===== config.mk =====
export PLATFORM = sky130hd
export DESIGN_NAME = dcs_parity_cell
export DESIGN_NICKNAME = d
export VERILOG_FILES = /design/src/hw/rtl/dcs_pkg.sv /design/src/hw/rtl/dcs_parity_cell.sv
export SDC_FILE = /design/constraint.sdc
export NUM_CORES = 1
export LEC_CHECK = 0
export ABC_CLOCK_PERIOD_IN_PS = 800
export BUFFER_PORTS_ARGS = -buffer_cell sky130_fd_sc_hd__buf_2
export CAP_MARGIN = 25
export CELL_PAD_IN_SITES_DETAIL_PLACEMENT = 1
export CELL_PAD_IN_SITES_GLOBAL_PLACEMENT = 1
export CORE_AREA = 2 2 39 41
export DETAILED_ROUTE_END_ITERATION = 8
export DIE_AREA = 0 0 41 43
export PLACE_DENSITY = 0.68
export SYNTH_ARGS = -nofsm -noshare
export SYNTH_HDL_FRONTEND = slang
export SYNTH_SLANG_ARGS = --single-unit

===== constraint.sdc =====
create_clock -name clk -period 0.8 [get_ports clk]
set_input_delay 0.04 -clock clk [delete_from_list [all_inputs] [get_ports clk]]
set_output_delay 0.04 -clock clk [all_outputs]
set_load 0.03 [all_outputs]

===== src/hw/rtl/dcs_pkg.sv =====
`default_nettype none

package dcs_pkg;

  localparam int unsigned ROW_W      = 5;
  localparam int unsigned COL_W      = 5;
  localparam int unsigned COEF_W     = 7;
  localparam int unsigned BYTE_W     = 8;
  localparam int unsigned IDX_W      = 6;
  localparam int unsigned VAL_W      = 16;
  localparam int unsigned MAT_ADDR_W = ROW_W + COL_W;
  localparam int unsigned MAT_DEPTH  = 1 << MAT_ADDR_W;

  localparam logic CMD_LOAD = 1'b0;
  localparam logic CMD_BYTE = 1'b1;

  typedef enum logic [1:0] {
    KIND_SYS  = 2'd0,
    KIND_PAR  = 2'd1,
    KIND_VAL  = 2'd2,
    KIND_SALT = 2'd3
  } kind_t;

  typedef enum logic [1:0] {
    ST_IDLE,
    ST_SYS,
    ST_PAR,
    ST_VAL
  } state_t;

  typedef struct packed {
    logic              command;
    logic [ROW_W-1:0]  matrix_row;
    logic [COL_W-1:0]  matrix_column;
    logic [COEF_W-1:0] coefficient;
    logic [BYTE_W-1:0] digest_byte;
  } in_item_t;

  typedef struct packed {
    kind_t            kind;
    logic [IDX_W-1:0] index;
    logic [VAL_W-1:0] value;
    logic             last;
    logic             frame_done;
  } out_item_t;

  typedef struct packed {
    logic clear;
    logic shift;
  } cell_ctrl_t;

endpackage

`default_nettype wire


===== src/hw/rtl/dcs_parity_cell.sv =====
`default_nettype none

// One parity accumulator of the ring; clear wins over shift.
module dcs_parity_cell #(
  parameter int unsigned WIDTH = 7
) (
  input  wire logic                clk,
  input  wire logic                rst_n,
  input  wire dcs_pkg::cell_ctrl_t ctrl,
  input  wire logic [WIDTH-1:0]    d_in,
  output logic      [WIDTH-1:0]    q
);

  logic [WIDTH-1:0] acc_r;

  always_ff @(posedge clk) begin
    if (!rst_n) begin
      acc_r <= '0;
    end else if (ctrl.clear) begin
      acc_r <= '0;
    end else if (ctrl.shift) begin
      acc_r <= d_in;
    end
  end

  assign q = acc_r;

endmodule

`default_nettype wire


; After elaboration in Yosys (flattened, before gate mapping)
; Cells that the tools add are included.
[op_classes]
reduce_logical = 1
n_bitwise = 1
[ops]
columns = cell, count
row1 = 2-bit OR reduction, 1
row2 = 1-bit NOT, 1
[totals]
elab_cells = 3
ff_bits = 7
inputBits = 11
output_inout_bits = 7

; Logic depth before layout (Yosys ltp)
[depth]
word_depth = 2
ltp_mapped = 3
ltp_nobuf = 2

; Worst setup path after synthesis
; OpenSTA, ideal clock, no wires.
[synth_timing]
path_type = reg-to-reg
startpoint = reg, netlist name q[0]
endpoint = reg acc_r[0] (netlist: q[0])
path_stages_with_launch = 3
t_required_ns = 0.735
n_path_buf = 0
arrival_time_ns = 0.665
setup_slack_ns = 0.070
setup_time_ns = 0.065
synth_period_minus_slack_ns = 0.730
cell_sequence = dfxtp_1 -> mux2i_1 -> nor2_1
[synth_rtl]
columns = element, line
row1 = end signal: assignment, dcs_parity_cell.sv:22  ; acc_r <= d_in;
row2 = end: declaration, dcs_parity_cell.sv:14  ; logic [WIDTH-1:0] acc_r;

; Worst setup path in the final report
[layout_timing]
startpoint = reg acc_r[5] (netlist: q[5])
endpoint = out q[5]
[layout_rtl]
columns = element, line
row1 = end: declaration, dcs_parity_cell.sv:11  ; output logic [WIDTH-1:0] q
; No word-level cell between the ends.

==> flow_metrics.env <==
export IMPL_largest_register_ffs=7
export IMPL_ctsResizeCount=7
export IMPL_routed_wl_microns=665
export IMPL_vdd_drop_max_mv=0.519
export IMPL_min_delay_start="d_in[1]"
export IMPL_holdWs_ns=0.0302
export IMPL_synth_warning_count=0
export IMPL_grt_pass1_wl_microns=952
export IMPL_combPwrFrac=0.138
export IMPL_crit_chain="buf_6"
export IMPL_vias=237
export IMPL_hp_class="in -> reg"
export IMPL_syn2layout_area_growth_pct=67.5
export IMPL_status="complete, no violations"
export IMPL_cp_depth=1
export IMPL_antenna_found_initial=0
export IMPL_postSynthAreaPerCell_sq_um=11.0
export IMPL_drtPass1Iterations=1
export IMPL_internal_power_uw=610
export IMPL_ant_nets=0
export IMPL_reg2reg_depth=2
export IMPL_netlist_top_cell_by_area="dfxtp_1"
export IMPL_max_freq_ghz=1.29
export IMPL_gp_congestion=0.616
export IMPL_cap_viol_max_count=0
export IMPL_min_period_ns=0.772
export IMPL_tightest_slew_ns=0.280
export IMPL_num_io_pins=18
export IMPL_seq_area_sq_um=148
export IMPL_rr_startpoint="q[2]"
export IMPL_path_class="reg -> out"
export IMPL_multiInputGateArea_sq_um=103
export IMPL_power_frac_clock=0.406
export IMPL_crit_path_end="q[5]"
export IMPL_synth_area_sq_um=254
export IMPL_synth_nets=34
export IMPL_r2r_end="q[2]"
export IMPL_timing_max_transition_violations_final=0
export IMPL_power_density_nw_per_um2=1910
export IMPL_critPathBufInv=1
export IMPL_layout_common_cells="buf_2, mux2i_1, nor2_1, buf_6, dfxtp_2"
export IMPL_antenna_cells=0
export IMPL_core_area_sq_um=1380
export IMPL_vias_per_cell=4.02
export IMPL_place_inst=55
export IMPL_swShare=0.248
export IMPL_design_power_total_uw=811
export IMPL_final_cells=59
export IMPL_cp_data_arrival_time_ns=0.73
export IMPL_clk_pin_slew_ns=0.06
export IMPL_seq_power_share=0.457
export IMPL_root_buffer="clkbuf_4"
export IMPL_postCtsHoldBufs=0
export IMPL_cp_top_family="flip-flops"
export IMPL_finalClockSkew_ns=0
export IMPL_r2r_slack_ns=0.15
export IMPL_mostFrequentLayoutCell="buf_2"
export IMPL_slew_limit_headroom=0.813
export IMPL_insertion_delay_ns=0.25
export IMPL_pre_cts_slack_ns=0.142
export IMPL_crit_start="q[5]"
export IMPL_drt_iter0_markers=0
export IMPL_cts_buffers=3
export IMPL_fin_ws_ns=0.0276
export IMPL_switchingPower_uw=201
export IMPL_hold_viol_final=0
export IMPL_start_kind="flop"
export IMPL_cp_required_ns=0.76
export IMPL_die_w_microns=41
export IMPL_grt_max_degree=8
export IMPL_synth_cell_types=5
export IMPL_h_tree_depth=1
export IMPL_place_hpwl_microns=457
export IMPL_synth_top_area_frac=0.552
export IMPL_post_route_drc_count=0
export IMPL_fillers=172
export IMPL_clock_sinks=7
export IMPL_port_buffers=17
export IMPL_track_usage=0.0916
export IMPL_nets=55
export IMPL_cts_max_path_buffers=2
export IMPL_p_leak_nw=0.209
export IMPL_crit_path_max_fanout=2
export IMPL_fp_dieArea_sq_um=1760
export IMPL_cts_tree="yes"
export IMPL_grt_ovfl_total=0
export IMPL_slowest_delay_ns=0.34
export IMPL_wl_per_cell_microns=11.3
export IMPL_die_h_microns=43
export IMPL_floorplan_initialDensity=0.184
export IMPL_finalSetupViolCount=0
export IMPL_end_kind="output pin"
export IMPL_syn_inst=23
export IMPL_grt_pass1_vias=256
export IMPL_ys_seq_area_frac=0.552
export IMPL_crit_slowest_cell="dfxtp_1"
export IMPL_rows=14
export IMPL_ys_seq_elements=7
export IMPL_cts_setup_buffers=0
export IMPL_ys_top_cells_by_area="dfxtp_1, mux2i_1, nor2_1"
export IMPL_finalCritPeriodShare=0.965
export IMPL_drive_gt1_frac=0.605
==> final cells by class <==
| cell class | count | area share |
|---|---|---|
| Sequential cell | 7 | 0.347 |
| Clock buffer | 4 | 0.0618 |
| Timing Repair Buffer | 17 | 0.303 |
| Tap cell | 16 | 0.0471 |
| Multi-Input combinational cell | 15 | 0.241 |
==> logic make-up after synthesis <==
logic type	Yosys count	synth area share
buffers and inverters	1	0.0443
flip-flops	7	0.552
multiplexers	7	0.276
AND/OR/NAND/NOR	8	0.128
==> through the flow <==
| stage | cell area, sq um | TNS, ns | util |
|---|---|---|---|
| CTS | 392 | 0 | 0.283 |
| floorplan | 254 | 0 | - |
| detailed placement | 348 | 0 | 0.251 |
| global placement | 348 | 0 | 0.251 |
| global route | 425 | -0.00184 | 0.307 |
| finish | 425 | 0 | 0.307 |
==> how the worst min path moves through the flow <==
stage           end  depth (start not counted)  slack, ns
4_1_cts        q[4]                          3       0.02
2_1_floorplan  q[0]                          2       0.19
5_1_grt        q[6]                          3       0.04
3_5_place_dp   q[4]                          3       0.29
3_3_place_gp   q[0]                          3       0.28
6_report       q[1]                          3       0.03
==> routing by layer <==
layer / GRT usage / wire length (microns)
met1: 0.0682 / 230
met2: 0.141 / 353
met3: 0.0209 / 42
met4: 0.140 / 39
met5: 0 / 0
==> synthesized netlist by cell type <==
master	instances
buf_6	1
dfxtp_1	7
mux2i_1	7
nand2b_1	1
nor2_1	7
==> power by group through the flow <==
stage               Clock (mW)  Combinational (mW)  Sequential, mW
floorplan                    0              0.0402           0.396
global placement             0              0.0979           0.373
detailed placement           0              0.0992           0.373
CTS                      0.339               0.106           0.366
global route             0.375               0.122           0.372
finish                   0.329               0.112           0.370
==> tightest hold or removal path: stages <==
cell and delay [ns]:
buf_2 0.07, mux2i_1 0.06, nor2_1 0.07
Power figures use the tool's default switching activity.
