## src/hw/rtl/dcs_mod_reduce.sv

```systemverilog
`default_nettype none

// Three-stage reduction by a constant modulus: reciprocal estimate,
// back-multiply, then subtract with one correction step.
module dcs_mod_reduce #(
  parameter int unsigned WIDTH   = 16,
  parameter int unsigned MODULUS = 8191
) (
  input  wire logic                         clk,
  input  wire logic                         rst_n,
  input  wire logic                         in_valid,
  input  wire logic [WIDTH-1:0]             in_x,
  output logic                              out_valid,
  output logic [$clog2(MODULUS)-1:0]        out_r
);

  localparam int unsigned RW = $clog2(MODULUS);
  localparam int unsigned MW = $clog2(MODULUS + 1);
  localparam int unsigned CW = WIDTH + MW;
  localparam longint unsigned RECIP_L = (64'd1 << WIDTH) / MODULUS;
  localparam logic [WIDTH-1:0] RECIP = WIDTH'(RECIP_L);
  localparam logic [MW-1:0] MOD_C = MW'(MODULUS);

  logic [2*WIDTH-1:0] est_full;
  logic [CW-1:0]      back_full;
  logic [WIDTH-1:0]   diff;
  logic [CW-1:0]      diff_ext;
  logic [CW-1:0]      diff_sub;
  logic               diff_ge;

  logic             v1_r, v2_r, v3_r;
  logic [WIDTH-1:0] x1_r, x2_r;
  logic [WIDTH-1:0] q1_r;
  logic [WIDTH-1:0] qm_r;
  logic [RW-1:0]    r_r;

  assign est_full  = (2*WIDTH)'(in_x) * (2*WIDTH)'(RECIP);
  assign back_full = CW'(q1_r) * CW'(MOD_C);
  assign diff      = x2_r - qm_r;
  assign diff_ext  = CW'(diff);
  assign diff_sub  = diff_ext - CW'(MOD_C);
  assign diff_ge   = diff_ext >= CW'(MOD_C);

  always_ff @(posedge clk) begin
    if (!rst_n) begin
      v1_r <= 1'b0;
      v2_r <= 1'b0;
      v3_r <= 1'b0;
    end else begin
      v1_r <= in_valid;
      v2_r <= v1_r;
      v3_r <= v2_r;
    end
  end

  always_ff @(posedge clk) begin
    x1_r <= in_x;
    q1_r <= est_full[2*WIDTH-1:WIDTH];
    x2_r <= x1_r;
    qm_r <= WIDTH'(back_full);
    r_r  <= diff_ge ? RW'(diff_sub) : RW'(diff_ext);
  end

  assign out_valid = v3_r;
  assign out_r     = r_r;

endmodule

`default_nettype wire

```

## config.mk

```make
export PLATFORM = sky130hd
export DESIGN_NAME = dcs_mod_reduce
export DESIGN_NICKNAME = d
export VERILOG_FILES = /design/src/hw/rtl/dcs_mod_reduce.sv
export SDC_FILE = /design/constraint.sdc
export NUM_CORES = 1
export LEC_CHECK = 0
export BUFFER_PORTS_ARGS = -buffer_cell sky130_fd_sc_hd__buf_2
export CORE_UTILIZATION = 57
export CTS_CLUSTER_SIZE = 24
export DETAILED_ROUTE_END_ITERATION = 10
export MAX_ROUTING_LAYER = met4
export PLACE_DENSITY_LB_ADDON = 0.1
export SLEW_MARGIN = 25
export SYNTH_ARGS = -nofsm -noshare
export SYNTH_HDL_FRONTEND = slang
export SYNTH_SLANG_ARGS = --single-unit
```

## constraint.sdc

```tcl
create_clock -name clk -period 3.3 [get_ports clk]
set_input_delay 0.165 -clock clk [delete_from_list [all_inputs] [get_ports clk]]
set_output_delay 0.165 -clock clk [all_outputs]
set_load 0.1 [all_outputs]
```

[After elaboration in Yosys (flattened, before gate mapping)]
Index checks and enable logic that the tools add are counted.
Operators by class
  add/sub/neg operators: 2
  $mul: 1
  div/mod/pow operators: 0
  order comparisons: 1
  equality and inequality tests: 0
  shift-type cells: 0
  muxes and demuxes: 1
  bitwise logic cells: 0
  reductions and logical operators: 0
Operator list (count)
  greater-or-equal comparator 16 x 13 -> 1 bit, second input constant: 1
  multiplier 3 x 13 -> 16 bit, second input constant: 1
  subtractor 16 bit: 1
  two-way mux 13 bit: 1
  subtractor 13 bit, second input constant: 1
Storage, ports and cells
  register bits after elaboration: 67
  bits in latches: 0
  RAM bits: 0
  memory bits (read-only): 0
  output and inout port bits: 14
  word-level logic and storage cells: 13
  memories: 0

[Longest topological paths before layout]
  depth in word-level cells: 3
  depth in mapped cells: 13

[Worst setup path before layout]
No wires, ideal clock.
  kind: reg2reg
  from: reg x2_r[0]
  to: reg r_r[1], in the netlist out_r[1]
  setup time: 0.123 ns
  arrival: 2.751 ns
  data required time: 3.177 ns
  setup slack: 0.426 ns
  cell stages (with the launch flop): 13
  buffers on the path: 0
  period minus slack after synthesis: 2.874 ns
  cell sequence: dfxtp_1 > inv_1 > ha_1 > inv_1 > fa_1 > a21o_1 > a221oi_4 > a2111oi_2 > and3_1 > or3_1 > a211oi_2 > nand2_1 > mux2_1
Between the ends
  word-level cells in the longest chain between the ends: 3
  elaborated cells between the ends (all ways): 4
  those cells by class: add/sub (2); order compare (1); mux (1)
Ends and longest elaborated chain
  start: declaration: line 32  | logic [WIDTH-1:0] x1_r, x2_r;
  start signal: assignment: line 59  | x2_r <= x1_r;
  subtractor 16 bit (*): line 39  | assign diff = x2_r - qm_r;
  subtractor 13 bit / greater-or-equal comparator 16 x 13 -> 1 bit (equally long branches): line 41, 42
  two-way mux 13 bit (*): line 61  | r_r <= diff_ge ? RW'(diff_sub) : RW'(diff_ext);
  end signal: assignment: line 61
  end: declaration: line 35  | logic [RW-1:0] r_r;
Mark *: on every way between the ends. The rest lies on a longest branch, timed or not.
A chain may end at the register's enable or synchronous reset.

[Worst setup path after layout]
  from: reg qm_r[0]
  to: reg r_r[1], in the netlist out_r[1]
Between the ends
  word-level cells in the longest chain between the ends: 3
  elaborated cells between the ends (all ways): 4
  those cells by class: add/sub (2); order compare (1); mux (1)
Ends and longest elaborated chain
  start: declaration: line 34  | logic [WIDTH-1:0] qm_r;
  start signal: assignment: line 60  | qm_r <= WIDTH'(back_full);
  subtractor 16 bit (*): line 39
  subtractor 13 bit / greater-or-equal comparator 16 x 13 -> 1 bit (equally long branches): line 41, 42
  two-way mux 13 bit (*): line 61
Marks and branches as above.

==> results.md <==
* DP Worst Slack at 134.6 ps
* Crit. Startpoint: qm_r[0]
* Core Footprint at 4414 um^2
* Routed Antenna Nets at 0
* Tmin final at 3123 ps
* Crit path cell chain: ha_1 > inv_1 > fa_1 > a21o_1 > a221oi_4 > xnor2_1 > nand4_1 > nor2_2 > nand4_4 > nand2_2 > mux2_1
* Part of the Yosys area used for sequential elements at 42.86%
* Vias in the first global route at 1941
* Met2 GRT Util at 41.27%
* DRC violations left at 0
* CTS max path bufs at 2
* Post-route design area at 3269 um^2
* Die span in x at 70.35 um
* Synth unique cells at 49
* Worst-Margin Slew at 539.8 ps
* Routed WL at 5288 um
* Clock transition at path regs at 70 ps
* Most frequent cells after synthesis: dfxtp_1, ha_1, inv_1, a21oi_1
* Slew margin rel. at 63.76%
* Clock sink count at 57
* Worst path required time at 3530 ps
* Met3 Use GR at 6.638%
* Worst hold path depth at 2
* Fin. Hold Viols at 0
* Met1 GRT Util at 25.66%
* Height of the chip at 70.35 um
* Starting density of the core at 60.32%
* Async S/R FF share, synth at 0%
* Hold Crit Class: input port to flip-flop
* Run status: completed
* Buffers on Ports at 32
* CP arrival at 3350 ps
* Min-Delay Startpoint: in_valid
* Vias/cell at 5.389
* RR Startpoint: qm_r[0]
* Post-synth top area share at 42.86%
* Final Skew at 10.62 ps
* Critical Path Start Type: flip-flop
* Row cnt at 24
* CTS buffer count at 9
* Ys Warns at 0
* Slowest cell on crit path: fa_1
* H-tree depth at 3
* EDFF count, synth at 0
* Fin. max-slew vios at 0
* Post-synth top flop: dfxtp_1
* Skew-Pair Late Insertion Delay at 340 ps
* Fmax at 320.2 MHz
* Grt total ovfl at 0
* Ant diodes at 0
* Mapped Area at 2663 um^2
* Largest net degree at the start of global routing at 12
* CP Capture Type: flip-flop
* Placer Congestion at 0.8885
* PnR worst setup slack at 177.0 ps
* Setup Viol. Count Final at 0
* Via count at 2021
* Worst R2R Path Depth at 11
* Layout cells sized above 1 at 19.20%
* Fin crit share at 94.64%
* CTS tree: built
* Most common cell in the synthesized netlist: dfxtp_1
* Routed wire per std cell at 14.10 um
* Die Area at 4948 um^2
* Final Util at 74.06%
* DRT iter0 DRCs at 102
* Total GRT Usage at 24.35%
* First-pass GRT wire length at 8714 um
* Initial antenna violation count at 0
* Post-synthesis net count at 311
* Crit path largest cell delay at 420 ps
* Detailed placement HPWL at 3659 um
* Boundary Pins at 33
* Root buf cell: clkbuf_8
* Pwr dens at 938.0 nW/um^2
* Critical path class: flip-flop to flip-flop
* Synth area leader: dfxtp_1
* GR peak layer: met2
* Placed Cells at 342
* Hold EP: v1_r
* Worst path bufs/invs at 1
* Area Growth Syn to Fin at 22.79%
* Post-synthesis instance total at 262
* Leakage at 1.491 nW
* Syn_area_per_cell at 10.16 um^2
* Peak supply drop at 0.0005081 V
* Placed Instance Area at 2872 um^2
* #FFs+latches synth at 57
* Worst reg2reg path endpoint: out_r[1]
* Ranking of synthesized cells by area: dfxtp_1, ha_1, fa_1, xnor2_1, a21oi_1
* R2r setup slk at 180 ps
* DR pass1 iterations at 4
* Number of max-cap violations at 0
* CP Max Fanout at 10
* Final nets at 367
* Fin cells at 375
* Delay-heaviest family, CP: simple AND/OR/NAND/NOR gates
-- placed cells by master (no fill, tap or decap), types with 3 or more instances in the layout --
| cell | count |
|---|---|
| o21a_1 | 3 |
| nand3_1 | 5 |
| a21oi_1 | 22 |
| dfxtp_1 | 57 |
| a211oi_1 | 3 |
| o21ai_0 | 11 |
| fa_1 | 7 |
| nor3_1 | 3 |
| and2_1 | 4 |
| nand2_1 | 12 |
| dlygate4sd3_1 | 16 |
| xnor2_1 | 13 |
| nand4_1 | 4 |
| inv_1 | 23 |
| nor2_1 | 10 |
| clkbuf_8 | 10 |
| nor2b_1 | 3 |
| a21o_1 | 8 |
| ha_1 | 23 |
| buf_2 | 32 |
| and3_1 | 3 |
| xor2_1 | 7 |
-- sequential cells by signal, indices dropped and copies added (netlist names) --
signal / flops
x1_r: 15
x2_r: 15
out_r: 13
qm_r: 10
out_valid: 1
q1_r: 1
v1_r: 1
v2_r: 1
-- cell type report --
class	instances	area [um^2]
clock inverter	6	67.56
fill	334	1145
inverter	23	86.33
timing repair buffer	50	335.3
clock buffer	10	137.6
multi-input combinational	177	1436
tap	52	65.06
sequential	57	1141
-- cell families (layout without fill, tap and decap cells) --
family / count (synthesis) / count (layout) / synth area share [%]
and+or+nand+nor: 57 / 57 / 11.65
AOI/OAI and AO/OA: 67 / 67 / 17.25
DFF: 57 / 57 / 42.86
adders and majority gates: 30 / 30 / 16.07
buffers and inverters: 28 / 89 / 4.135
xor gates and xnor gates: 21 / 21 / 7.190
muxes: 2 / 2 / 0.8458
-- what timing repair did --
action | CTS | global route
hold endpoints to repair | 16 | 0
setup buffers | 0 | 1
setup endpoints to repair | 0 | 4
hold buffers | 16 | 0
resized for setup | 0 | 5
-- power by group --
| group | switching, mW | internal, mW |
|---|---|---|
| combinational | 1.14 | 0.415 |
| clock | 0.296 | 0.370 |
| sequential | 0.0317 | 0.819 |
| total | 1.46 | 1.60 |
-- metal layers --
| layer | vias up | share of wire, % |
|---|---|---|
| met4 | 0 | 2.7 |
| met1 | 921 | 41 |
| met3 | 14 | 4.8 |
| met5 | - | 0 |
| li1 | 1027 | - |
| met2 | 59 | 51 |
-- stage by stage --
step	setup TNS, ps	total power [mW]	hold slack (ps)
floorplan	0	2.131	192.7
global placement	0	2.346	266.8
detailed placement	0	2.364	268.6
CTS	0	3.050	14.44
global route	-26.29	3.232	27.74
finish	0	3.067	27.82
-- worst max path at each step --
stage | end | cells after the start | slack (ps)
floorplan | out_r[1] | 12 | 430
global placement | out_r[1] | 11 | 260
detailed placement | out_r[1] | 11 | 130
CTS | out_r[1] | 11 | 130
global route | out_r[1] | 12 | -30
finish | out_r[1] | 11 | 180
(Power assumes the default switching activity.)
